### src/design/tsep_pkg.sv
`default_nettype none

package tsep_pkg;

    // result status codes
    localparam logic [1:0] STATUS_OK        = 2'd0;
    localparam logic [1:0] STATUS_MALFORMED = 2'd1;
    localparam logic [1:0] STATUS_BAD_DATE  = 2'd2;

    // controller to datapath commands
    typedef struct packed {
        logic take_char;   // a character item is accepted this cycle
        logic calc_fields; // range checks, year and day counts
        logic calc_prods;  // the four products
        logic load_out;    // final sum into the output register
    } tsep_cmd_t;

endpackage

`default_nettype wire

### src/design/tsep_ctrl.sv
`default_nettype none

module tsep_ctrl
    import tsep_pkg::*;
(
    input  wire logic aclk,
    input  wire logic aresetn,
    input  wire logic s_valid,
    input  wire logic s_is_last,
    output logic      s_ready,
    output logic      m_valid,
    input  wire logic m_ready,
    output tsep_cmd_t cmd
);

    typedef enum logic [3:0] {
        ST_RECV   = 4'b0001,
        ST_FIELDS = 4'b0010,
        ST_PRODS  = 4'b0100,
        ST_SUM    = 4'b1000
    } tsep_state_t;

    tsep_state_t state_reg, state_next;
    logic        out_full_reg, out_full_next;

    // a final character waits until the output register is free
    assign s_ready = (state_reg == ST_RECV) && (!out_full_reg || !s_is_last);
    assign m_valid = out_full_reg;

    always_comb begin
        cmd.take_char   = s_valid && s_ready;
        cmd.calc_fields = (state_reg == ST_FIELDS);
        cmd.calc_prods  = (state_reg == ST_PRODS);
        cmd.load_out    = (state_reg == ST_SUM);
    end

    always_comb begin
        state_next = state_reg;
        case (state_reg)
            ST_RECV: begin
                if (s_valid && s_ready && s_is_last) begin
                    state_next = ST_FIELDS;
                end
            end
            ST_FIELDS: state_next = ST_PRODS;
            ST_PRODS:  state_next = ST_SUM;
            ST_SUM:    state_next = ST_RECV;
            default:   state_next = ST_RECV;
        endcase
    end

    always_comb begin
        out_full_next = out_full_reg;
        if (out_full_reg && m_ready) begin
            out_full_next = 1'b0;
        end
        if (state_reg == ST_SUM) begin
            out_full_next = 1'b1;
        end
    end

    always_ff @(posedge aclk) begin
        if (!aresetn) begin
            state_reg    <= ST_RECV;
            out_full_reg <= 1'b0;
        end else begin
            state_reg    <= state_next;
            out_full_reg <= out_full_next;
        end
    end

endmodule

`default_nettype wire

### src/design/tsep_dp.sv
`default_nettype none

module tsep_dp
    import tsep_pkg::*;
(
    input  wire logic        aclk,
    input  wire logic        aresetn,
    input  wire tsep_cmd_t   cmd,
    input  wire logic [7:0]  s_char_code,
    input  wire logic        s_is_last,
    output logic [31:0]      m_epoch_seconds,
    output logic [1:0]       m_status
);

    localparam logic [31:0] SecPerYear = 32'd31536000;
    localparam logic [31:0] SecPerDay  = 32'd86400;
    localparam logic [16:0] SecPerHour = 17'd3600;
    localparam logic [11:0] SecPerMin  = 12'd60;
    localparam logic [3:0]  PosLast    = 4'd12;
    localparam logic [3:0]  PosSat     = 4'd15;

    function automatic logic is_digit(input logic [7:0] c);
        return (c >= 8'h30) && (c <= 8'h39);
    endfunction

    function automatic logic is_blank(input logic [7:0] c);
        return c inside {8'h20, [8'h09:8'h0D]};
    endfunction

    // atoi over two characters, 8-bit two's complement
    function automatic logic [7:0] read_pair(input logic [7:0] a, input logic [7:0] b);
        logic [7:0] da;
        logic [7:0] db;
        da = {4'b0, a[3:0]};
        db = {4'b0, b[3:0]};
        if (is_digit(a)) begin
            if (is_digit(b)) begin
                return 8'(da * 8'd10) + db;
            end
            return da;
        end
        if ((is_blank(a) || a == 8'h2B) && is_digit(b)) begin
            return db;
        end
        if (a == 8'h2D && is_digit(b)) begin
            return 8'd0 - db;
        end
        return 8'd0;
    endfunction

    function automatic logic [8:0] days_before(input logic [7:0] mo);
        case (mo)
            8'd1:    return 9'd0;
            8'd2:    return 9'd31;
            8'd3:    return 9'd59;
            8'd4:    return 9'd90;
            8'd5:    return 9'd120;
            8'd6:    return 9'd151;
            8'd7:    return 9'd181;
            8'd8:    return 9'd212;
            8'd9:    return 9'd243;
            8'd10:   return 9'd273;
            8'd11:   return 9'd304;
            8'd12:   return 9'd334;
            default: return 9'd0;
        endcase
    endfunction

    function automatic logic [4:0] month_len(input logic [7:0] mo, input logic leap);
        case (mo)
            8'd2:                      return leap ? 5'd29 : 5'd28;
            8'd4, 8'd6, 8'd9, 8'd11:   return 5'd30;
            default:                   return 5'd31;
        endcase
    endfunction

    // parser state
    logic [3:0] pos_reg;
    logic       sep_reg;
    logic [7:0] first_reg;
    logic [7:0] year_reg, month_reg, day_reg, hour_reg, minute_reg;
    logic       pos_ok_reg;

    // first stage
    logic [6:0] nyrs_reg;
    logic [8:0] days_reg;
    logic [4:0] hr_reg;
    logic [5:0] mn_reg;
    logic [1:0] status1_reg;

    // second stage
    logic [31:0] py_reg, pd_reg;
    logic [16:0] ph_reg;
    logic [11:0] pm_reg;
    logic [1:0]  status2_reg;

    // output register
    logic [31:0] secs_out_reg;
    logic [1:0]  status_out_reg;

    assign m_epoch_seconds = secs_out_reg;
    assign m_status        = status_out_reg;

    always_ff @(posedge aclk) begin
        if (!aresetn) begin
            pos_reg <= '0;
            sep_reg <= 1'b0;
        end else if (cmd.take_char) begin
            if (s_is_last) begin
                pos_reg <= '0;
                sep_reg <= 1'b0;
            end else begin
                if (pos_reg != PosSat) begin
                    pos_reg <= pos_reg + 4'd1;
                end
                if (pos_reg == 4'd8) begin
                    sep_reg <= (s_char_code == 8'h5F);
                end
            end
        end
    end

    always_ff @(posedge aclk) begin
        if (cmd.take_char) begin
            case (pos_reg)
                4'd2, 4'd4, 4'd6, 4'd9, 4'd11: first_reg <= s_char_code;
                4'd3:  year_reg  <= read_pair(first_reg, s_char_code);
                4'd5:  month_reg <= read_pair(first_reg, s_char_code);
                4'd7:  day_reg   <= read_pair(first_reg, s_char_code);
                4'd10: hour_reg  <= read_pair(first_reg, s_char_code);
                default: ;
            endcase
            if (s_is_last) begin
                minute_reg <= read_pair(first_reg, s_char_code);
                pos_ok_reg <= (pos_reg == PosLast) && sep_reg;
            end
        end
    end

    // field checks and day count
    logic       yr_ok, mo_ok, dy_ok, hr_ok, mn_ok, leap, late_century;
    logic [4:0] nleap;
    logic [6:0] nyrs;
    logic [8:0] days;

    always_comb begin
        late_century = (year_reg >= 8'd70);
        leap  = (year_reg[1:0] == 2'b00);
        yr_ok = !year_reg[7] && (year_reg <= 8'd99);
        mo_ok = (month_reg >= 8'd1) && (month_reg <= 8'd12);
        dy_ok = !day_reg[7] && (day_reg != 8'd0)
                && (day_reg <= {3'b0, month_len(month_reg, leap)});
        hr_ok = !hour_reg[7] && (hour_reg <= 8'd23);
        mn_ok = !minute_reg[7] && (minute_reg <= 8'd59);
        if (late_century) begin
            nyrs  = year_reg[6:0] - 7'd70;
            nleap = 5'((year_reg[6:0] - 7'd68) >> 2);
        end else begin
            nyrs  = year_reg[6:0] + 7'd30;
            nleap = 5'((year_reg[6:0] + 7'd4) >> 2) + 5'd7;
        end
        days = 9'(nleap) + days_before(month_reg) + 9'(day_reg[4:0]) - 9'd1
               - 9'(leap && (month_reg <= 8'd2));
    end

    always_ff @(posedge aclk) begin
        if (cmd.calc_fields) begin
            nyrs_reg <= nyrs;
            days_reg <= days;
            hr_reg   <= hour_reg[4:0];
            mn_reg   <= minute_reg[5:0];
            if (!pos_ok_reg) begin
                status1_reg <= STATUS_MALFORMED;
            end else if (!(yr_ok && mo_ok && dy_ok && hr_ok && mn_ok)) begin
                status1_reg <= STATUS_BAD_DATE;
            end else begin
                status1_reg <= STATUS_OK;
            end
        end
    end

    always_ff @(posedge aclk) begin
        if (cmd.calc_prods) begin
            py_reg      <= 32'(nyrs_reg) * SecPerYear;
            pd_reg      <= 32'(days_reg) * SecPerDay;
            ph_reg      <= 17'(hr_reg) * SecPerHour;
            pm_reg      <= 12'(mn_reg) * SecPerMin;
            status2_reg <= status1_reg;
        end
    end

    always_ff @(posedge aclk) begin
        if (cmd.load_out) begin
            status_out_reg <= status2_reg;
            if (status2_reg == STATUS_OK) begin
                secs_out_reg <= py_reg + pd_reg + 32'(ph_reg) + 32'(pm_reg);
            end else begin
                secs_out_reg <= '0;
            end
        end
    end

endmodule

`default_nettype wire

### src/design/timestamp_name_to_epoch_seconds.sv
`default_nettype none

// channel  dir  handshake          payload
// s_       in   s_valid/s_ready    s_char_code[7:0], s_is_last
// m_       out  m_valid/m_ready    m_epoch_seconds[31:0], m_status[1:0]
//
// one character item per cycle while the block is receiving; after the final
// character the block steps through the check, multiply and sum stages before
// the result is registered, and takes no new character until the sum is done.
// a final character is held off while the previous result is still untaken.
// aresetn is synchronous, active low, and returns the parser to position 0.

module timestamp_name_to_epoch_seconds
    import tsep_pkg::*;
(
    input  wire logic        aclk,
    input  wire logic        aresetn,
    input  wire logic        s_valid,
    output logic             s_ready,
    input  wire logic [7:0]  s_char_code,
    input  wire logic        s_is_last,
    output logic             m_valid,
    input  wire logic        m_ready,
    output logic [31:0]      m_epoch_seconds,
    output logic [1:0]       m_status
);

    tsep_cmd_t cmd;

    tsep_ctrl u_ctrl (
        .aclk      (aclk),
        .aresetn   (aresetn),
        .s_valid   (s_valid),
        .s_is_last (s_is_last),
        .s_ready   (s_ready),
        .m_valid   (m_valid),
        .m_ready   (m_ready),
        .cmd       (cmd)
    );

    tsep_dp u_dp (
        .aclk            (aclk),
        .aresetn         (aresetn),
        .cmd             (cmd),
        .s_char_code     (s_char_code),
        .s_is_last       (s_is_last),
        .m_epoch_seconds (m_epoch_seconds),
        .m_status        (m_status)
    );

endmodule

`default_nettype wire
### config.mk
export PLATFORM = sky130hd
export DESIGN_NAME = timestamp_name_to_epoch_seconds
export DESIGN_NICKNAME = d
export VERILOG_FILES = /design/src/design/tsep_pkg.sv /design/src/design/tsep_ctrl.sv /design/src/design/tsep_dp.sv /design/src/design/timestamp_name_to_epoch_seconds.sv
export SDC_FILE = /design/constraint.sdc
export NUM_CORES = 1
export LEC_CHECK = 0
export ABC_AREA = 1
export BUFFER_PORTS_ARGS = -buffer_cell sky130_fd_sc_hd__buf_4
export CAP_MARGIN = 25
export CORE_MARGIN = 1.5
export CORE_UTILIZATION = 35
export DETAILED_ROUTE_END_ITERATION = 16
export PLACE_DENSITY = 0.51
export SYNTH_ARGS = -nofsm -noshare
export SYNTH_HDL_FRONTEND = slang
export SYNTH_SLANG_ARGS = --single-unit
### constraint.sdc
create_clock -name aclk -period 5.7 [get_ports aclk]
set_clock_uncertainty 0.05 [all_clocks]
set_input_delay 1.71 -clock aclk [delete_from_list [all_inputs] [get_ports aclk]]
set_output_delay 1.71 -clock aclk [all_outputs]
set_load 0.02 [all_outputs]
==> Word-level counts from Yosys, hierarchy flattened <==
Memory sizes are Yosys's and may differ from the RTL's. A register that Yosys moved wholly into a read port is not among the register bits.
Cells that the tools add are included.
{ "word_totals": {"ff_bits": 191, "rom_bits": 144, "in_bits": 13, "output_inout_bits": 36, "elab_cells": 242, "memories": 1} }
{ "mem_list": {"columns": ["name", "words", "word_bits", "rd", "rd_clocked_by_memory_dff", "wr", "line", "rtl"], "rows": [
  ["(name not given)", 16, 9, 1, 1, 0, "tsep_dp.sv:52", "case (mo)"]
]} }
{ "classes": {"addsub": 15, "mul": 5, "n_lt_le_gt_ge": 14, "eq_ne": 26, "n_mux": 111, "n_reduce_logical": 47} }
{ "op_table": {"columns": ["op", "n"], "rows": [
  ["two-way mux 8 bit", 36],
  ["two-way mux 1 bit", 65],
  ["adder 32 x 12 -> 32 bit", 1],
  ["adder 32 x 17 -> 32 bit", 1],
  ["adder 32 x 26 -> 32 bit", 1],
  ["multiplier 7 x 18 -> 25 bit (second input constant)", 1],
  ["== test 4 bit (second input constant)", 6],
  ["== test 8 x 6 -> 1 bit (second input constant)", 3],
  ["less-or-equal comparator 8 x 6 -> 1 bit (second input constant)", 3],
  ["logical AND 1 bit", 21],
  ["== test 4 x 3 -> 1 bit (second input constant)", 5],
  ["multiplier 9 x 10 -> 19 bit (second input constant)", 1],
  ["== test 8 x 3 -> 1 bit (second input constant)", 2],
  ["== test 8 x 4 -> 1 bit (second input constant)", 2],
  ["greater-or-equal comparator 8 x 6 -> 1 bit (second input constant)", 2],
  ["less-or-equal comparator 8 x 4 -> 1 bit (second input constant)", 2],
  ["two-way mux 4 bit", 4],
  ["AND reduction 2 bit", 8],
  ["subtractor 7 bit (second input constant)", 2],
  ["multiplier 5 x 8 -> 13 bit (second input constant)", 1],
  ["== test 4 x 2 -> 1 bit (second input constant)", 3],
  ["case mux 4 bit (3 select lines)", 1],
  ["multiplier 6 x 4 -> 10 bit (second input constant)", 1],
  ["case mux 5 bit (2 select lines)", 1],
  ["other kinds (35)", 45]
]} }

==> Depth between registers and ports, before layout <==
{ "depth": {"ltp_word": 17, "ltp_mapped": 21, "ltp_nobuf": 21} }

==> Modules after synthesis <==
Synthesis repeated with hierarchy kept, for this count alone.
{ "unflattened": {"hier_cells": 1539, "hier_area_um2": 15099.5} }
{ "by_module_without_submodules": {"columns": ["module", "instances", "cells_each", "area_per_inst_um2", "seq_area_each_um2"], "rows": [
  ["tsep_dp", 1, 1500, 14831.7, 5625.4],
  ["tsep_ctrl", 1, 39, 267.8, 100.1]
]} }

==> Worst setup path after synthesis <==
Ideal clock, no wire load.
{ "synth_timing": {"path_type": "flip-flop to flip-flop", "startpoint": "register u_ctrl.state_reg[0]", "endpoint": "register u_ctrl.state_reg[0]", "setup_time_ns": 0.146, "arrival_time_ns": 5.689, "required_ns": 5.504, "slack_ns": -0.185, "stages_incl_launch_ff": 7, "n_path_buf": 0, "synth_period_minus_slack_ns": 5.885, "cell_sequence": "dfxtp_1 nor2_1 inv_1 nor3_1 inv_1 nand3_1 o211ai_1"} }
{ "synth_via": {"elab_chain_len": 5, "word_cells_on_any_way": 8, "cone_classes": "4 x eq/ne; 1 x mux; 3 x reduce/logical"} }
{ "synth_lines": {"columns": ["item", "line", "rtl"], "rows": [
  ["start, declared", "tsep_ctrl.sv:23", "tsep_state_t state_reg, state_next;"],
  ["start signal, assigned", "tsep_ctrl.sv:67", "state_reg <= state_next;"],
  ["== test 4 x 1 -> 1 bit", "tsep_ctrl.sv:27, tsep_ctrl.sv:39", null],
  ["logical AND 1 bit", "tsep_ctrl.sv:27", "assign s_ready = (state_reg == ST_RECV) && (!out_full_reg || !s_is_last);"],
  ["logical AND 1 bit (2 in series)", "tsep_ctrl.sv:41", "if (s_valid && s_ready && s_is_last) begin"],
  ["!= test 2 bit (no line)", null, null]
]} }
Parallel ways exist; a longest one is shown, timed or not.
A chain may end at the register's enable or synchronous reset.

==> Worst setup path in the final report <==
{ "layout_timing": {"startpoint": "register u_dp.nyrs_reg[4]", "endpoint": "register u_dp.py_reg[24] (data pin)"} }
{ "layout_via": {"elab_chain_len": 1} }
{ "layout_lines": {"columns": ["item", "line", "rtl"], "rows": [
  ["start, declared", "tsep_dp.sv:85", "logic [6:0] nyrs_reg;"],
  ["start signal, assigned", "tsep_dp.sv:168", "nyrs_reg <= nyrs;"],
  ["multiplier 7 x 18 -> 25 bit", "tsep_dp.sv:184", "py_reg <= 32'(nyrs_reg) * SecPerYear;"],
  ["end signal, assigned", "tsep_dp.sv:184", null],
  ["end, declared", "tsep_dp.sv:92", "logic [31:0] py_reg, pd_reg;"]
]} }
No other way between the ends.

==> results.cfg <==
[status]
status = finished clean

[synth]
syn_area_sq_um = 14800
synth_largest_area_cell = edfxtp_1
ys_types = 49
synth_edf_count = 178
syn-instance-count = 1483
synth_common_cells = 243 x ha_1, 231 x inv_1, 192 x nand2_1
synth_most_common_cell = ha_1
yosys_warnings = 0
synth_top_area_share = 0.360
yosysSeqAreaShare = 0.386
avgSynthCellArea_sq_um = 10.0
async_reset_ff_frac = 0
synth_seq_cells = 197
yosys-top-cells-area = edfxtp_1 36%, ha_1 20%, fa_1 9.2%
synth_top_flop_cell = edfxtp_1

[worst_setup_path]
crit_path_end_kind = flip-flop
crit_family = adder cells
reg2regPathDepth = 14
critPathMaxFanout = 7
cp.required_ns = 5.87
path_buf_inv = 3
slowest_delay_ns = 0.65
reg2reg_to = u_dp.py_reg[24]$_DFFE_PP_
path_cells = fa_1 > fa_1 > ha_1 > inv_1 > fa_1 > inv_1 > ha_1 > a21oi_1 > o21ai_0 > nor2_1 > inv_1 > a21oi_1 > o21ai_1 > xor2_1
critPathArrivalTime_ns = 4.47
startpoint_type = flip-flop
slowest_stage = fa_1
r2r_start = u_dp.nyrs_reg[4]$_DFFE_PN_
r2r_slack_ns = 1.40
critPathKind = flip-flop to flip-flop

[power]
vdd_drop_max_v = 0.000184
pwr-share-comb = 0.093
cellInternalPower_w = 0.00237
pwr-share-clk = 0.405
p_sw_w = 0.000804
p_seq_frac = 0.502
p_leak_nw = 7.47
cellPowerDensity_nw_per_um2 = 192
netSwitchingFraction = 0.253

[floorplan]
row_count = 75
die_x_microns = 209
boundaryPins = 49
coreArea_sq_um = 41900
start_util = 0.354
die_area_sq_um = 43700
die_height_microns = 209

[route]
dr_total_vias = 10000
wl_per_cell_microns = 14.6
drt_first_iter_violations = 402
viasPerCell = 4.77
drtAntennaViolNets = 0
firstDrtPassIters = 5
route.detailed.drc = 0
wl_microns = 30700

[layout]
areaGrowthSynthToFinish_pct = 11.4
fin_nets = 1872
fillCellCount = 4147
drive_gt1_frac = 0.0717
fin_util = 0.394
regArea_sq_um = 5730
largest_reg_flops = 30
antenna_cells = 0
multiInputGateArea_sq_um = 8220

[timing]
slew_headroom = 0.346
setup-violations-final = 0
min_period_over_period = 0.754
hold_viol = 0
rsz0062_at_grt = false
finalSetupTns_ns = 0
worstMarginPinSlew_ns = 0.978
slew_violations = 0
min_period_ns = 4.30
fmax_ghz = 0.233

[min_path]
hold_depth = 0
min_to = u_dp.status2_reg[1]$_DFFE_PP_
min_from = u_dp.status1_reg[1]$_SDFFCE_PN0N_
min_path_type = flip-flop to flip-flop

[global_routing]
antenna_found_initial = 0
grt_overflow = 0
grt_max_degree = 69
grt_pass1_vias = 10300
track_usage = 0.151
grt_pass1_wl_microns = 51900

[clocking]
cts_tree = done
clkTransAtPathRegs_ns = 0.08
post_cts_buffers = 0
root_buffer = clkbuf_16
cts_resized = 0
hold_buffers = 0
clk_path_buf_depth = 2
htreeDepth = 4
clk_latency_ns = 0.47
cts_buffers = 17
cts_sinks = 197

[placement]
place.gp.congestion = 0.851
dp_hpwl_microns = 25600
io_buffers = 46

[flow_run]
drv_cap = 0
[placed cells by master, fill, tap and decap left out, types with 6 or more instances in the layout]
master,netlist,layout
dfxtp_1,19,19
xor2_1,46,46
o21bai_1,6,6
xnor2_1,25,25
o21ai_1,6,6
buf_4,2,50
fa_1,68,68
o21a_1,6,6
inv_1,231,231
a31oi_1,6,6
edfxtp_1,178,178
ha_1,243,243
o21ai_0,75,75
nand4_1,12,12
clkbuf_16,0,17
nand3_1,54,54
nor2_1,109,109
a21oi_1,117,117
nand2_1,192,192
nor3_1,20,17
nor4_1,8,8
a21o_1,6,6
[layer usage]
| layer | vias to the layer above | GRT usage | routed length [microns] |
|---|---|---|---|
| met5 | - | 0 | 0 |
| met4 | 0 | 0.0452 | 508 |
| met3 | 30 | 0.0227 | 636 |
| met2 | 118 | 0.264 | 15000 |
| met1 | 4693 | 0.192 | 14600 |
| li1 | 5172 | - | - |
[power groups by stage]
stage	Sequential [W]	Combinational [W]	Clock (W)
after global placement	0.00163	0.000297	0
after floorplan	0.00162	0.000216	0
after detailed placement	0.00163	0.000297	0
after global routing	0.00160	0.000341	0.00139
final	0.00159	0.000295	0.00129
after CTS	0.00159	0.000300	0.00132
[per-stage QoR]
stage | total power, W | cells | setup slack (ns) | area [sq um] | hold WS [ns]
floorplan | 0.00184 | 1484 | 1.76 | 14900 | 0.350
global placement | 0.00192 | 2068 | 1.49 | 15900 | 0.353
detailed placement | 0.00192 | 2068 | 1.42 | 15900 | 0.355
CTS | 0.00322 | 2100 | 1.41 | 16500 | 0.373
global route | 0.00332 | 2100 | 1.13 | 16500 | 0.375
finish | 0.00318 | 2100 | 1.40 | 16500 | 0.369
[cells by family after synthesis]
kind of cell               count (synthesis)  synth area share
other                                      1          0.000253
muxes                                      1          0.000758
AOI/OAI and AO/OA                        243            0.0907
adders and majority gates                311             0.296
xor gates and xnor gates                  71            0.0419
DFF                                      197             0.386
and+or+nand+nor                          416             0.122
buffers and inverters                    243            0.0624
[worst max path at each step]
stage / startpoint / end / slack, ns / cells after the start
2_1_floorplan: u_dp.nyrs_reg[4]$_DFFE_PN_ / u_dp.py_reg[24]$_DFFE_PP_ / 1.76 / 14
5_1_grt: u_dp.nyrs_reg[4]$_DFFE_PN_ / u_dp.py_reg[26]$_DFFE_PP_ / 1.13 / 15
3_5_place_dp: u_dp.nyrs_reg[4]$_DFFE_PN_ / u_dp.py_reg[24]$_DFFE_PP_ / 1.42 / 14
6_report: u_dp.nyrs_reg[4]$_DFFE_PN_ / u_dp.py_reg[24]$_DFFE_PP_ / 1.40 / 14
4_1_cts: u_dp.nyrs_reg[4]$_DFFE_PN_ / u_dp.py_reg[24]$_DFFE_PP_ / 1.41 / 14
3_3_place_gp: u_dp.nyrs_reg[4]$_DFFE_PN_ / u_dp.py_reg[26]$_DFFE_PP_ / 1.49 / 15
[final cells by class]
| type | count | area share |
|---|---|---|
| clock buffers | 18 | 0.0260 |
| clock inverters | 14 | 0.0126 |
| multi-input cells | 1044 | 0.497 |
| repair buffers | 50 | 0.0227 |
| inverters | 238 | 0.0544 |
| well taps | 539 | 0.0408 |
| flip-flops and latches | 197 | 0.346 |
No activity file was read; power rests on OpenSTA's default activity.
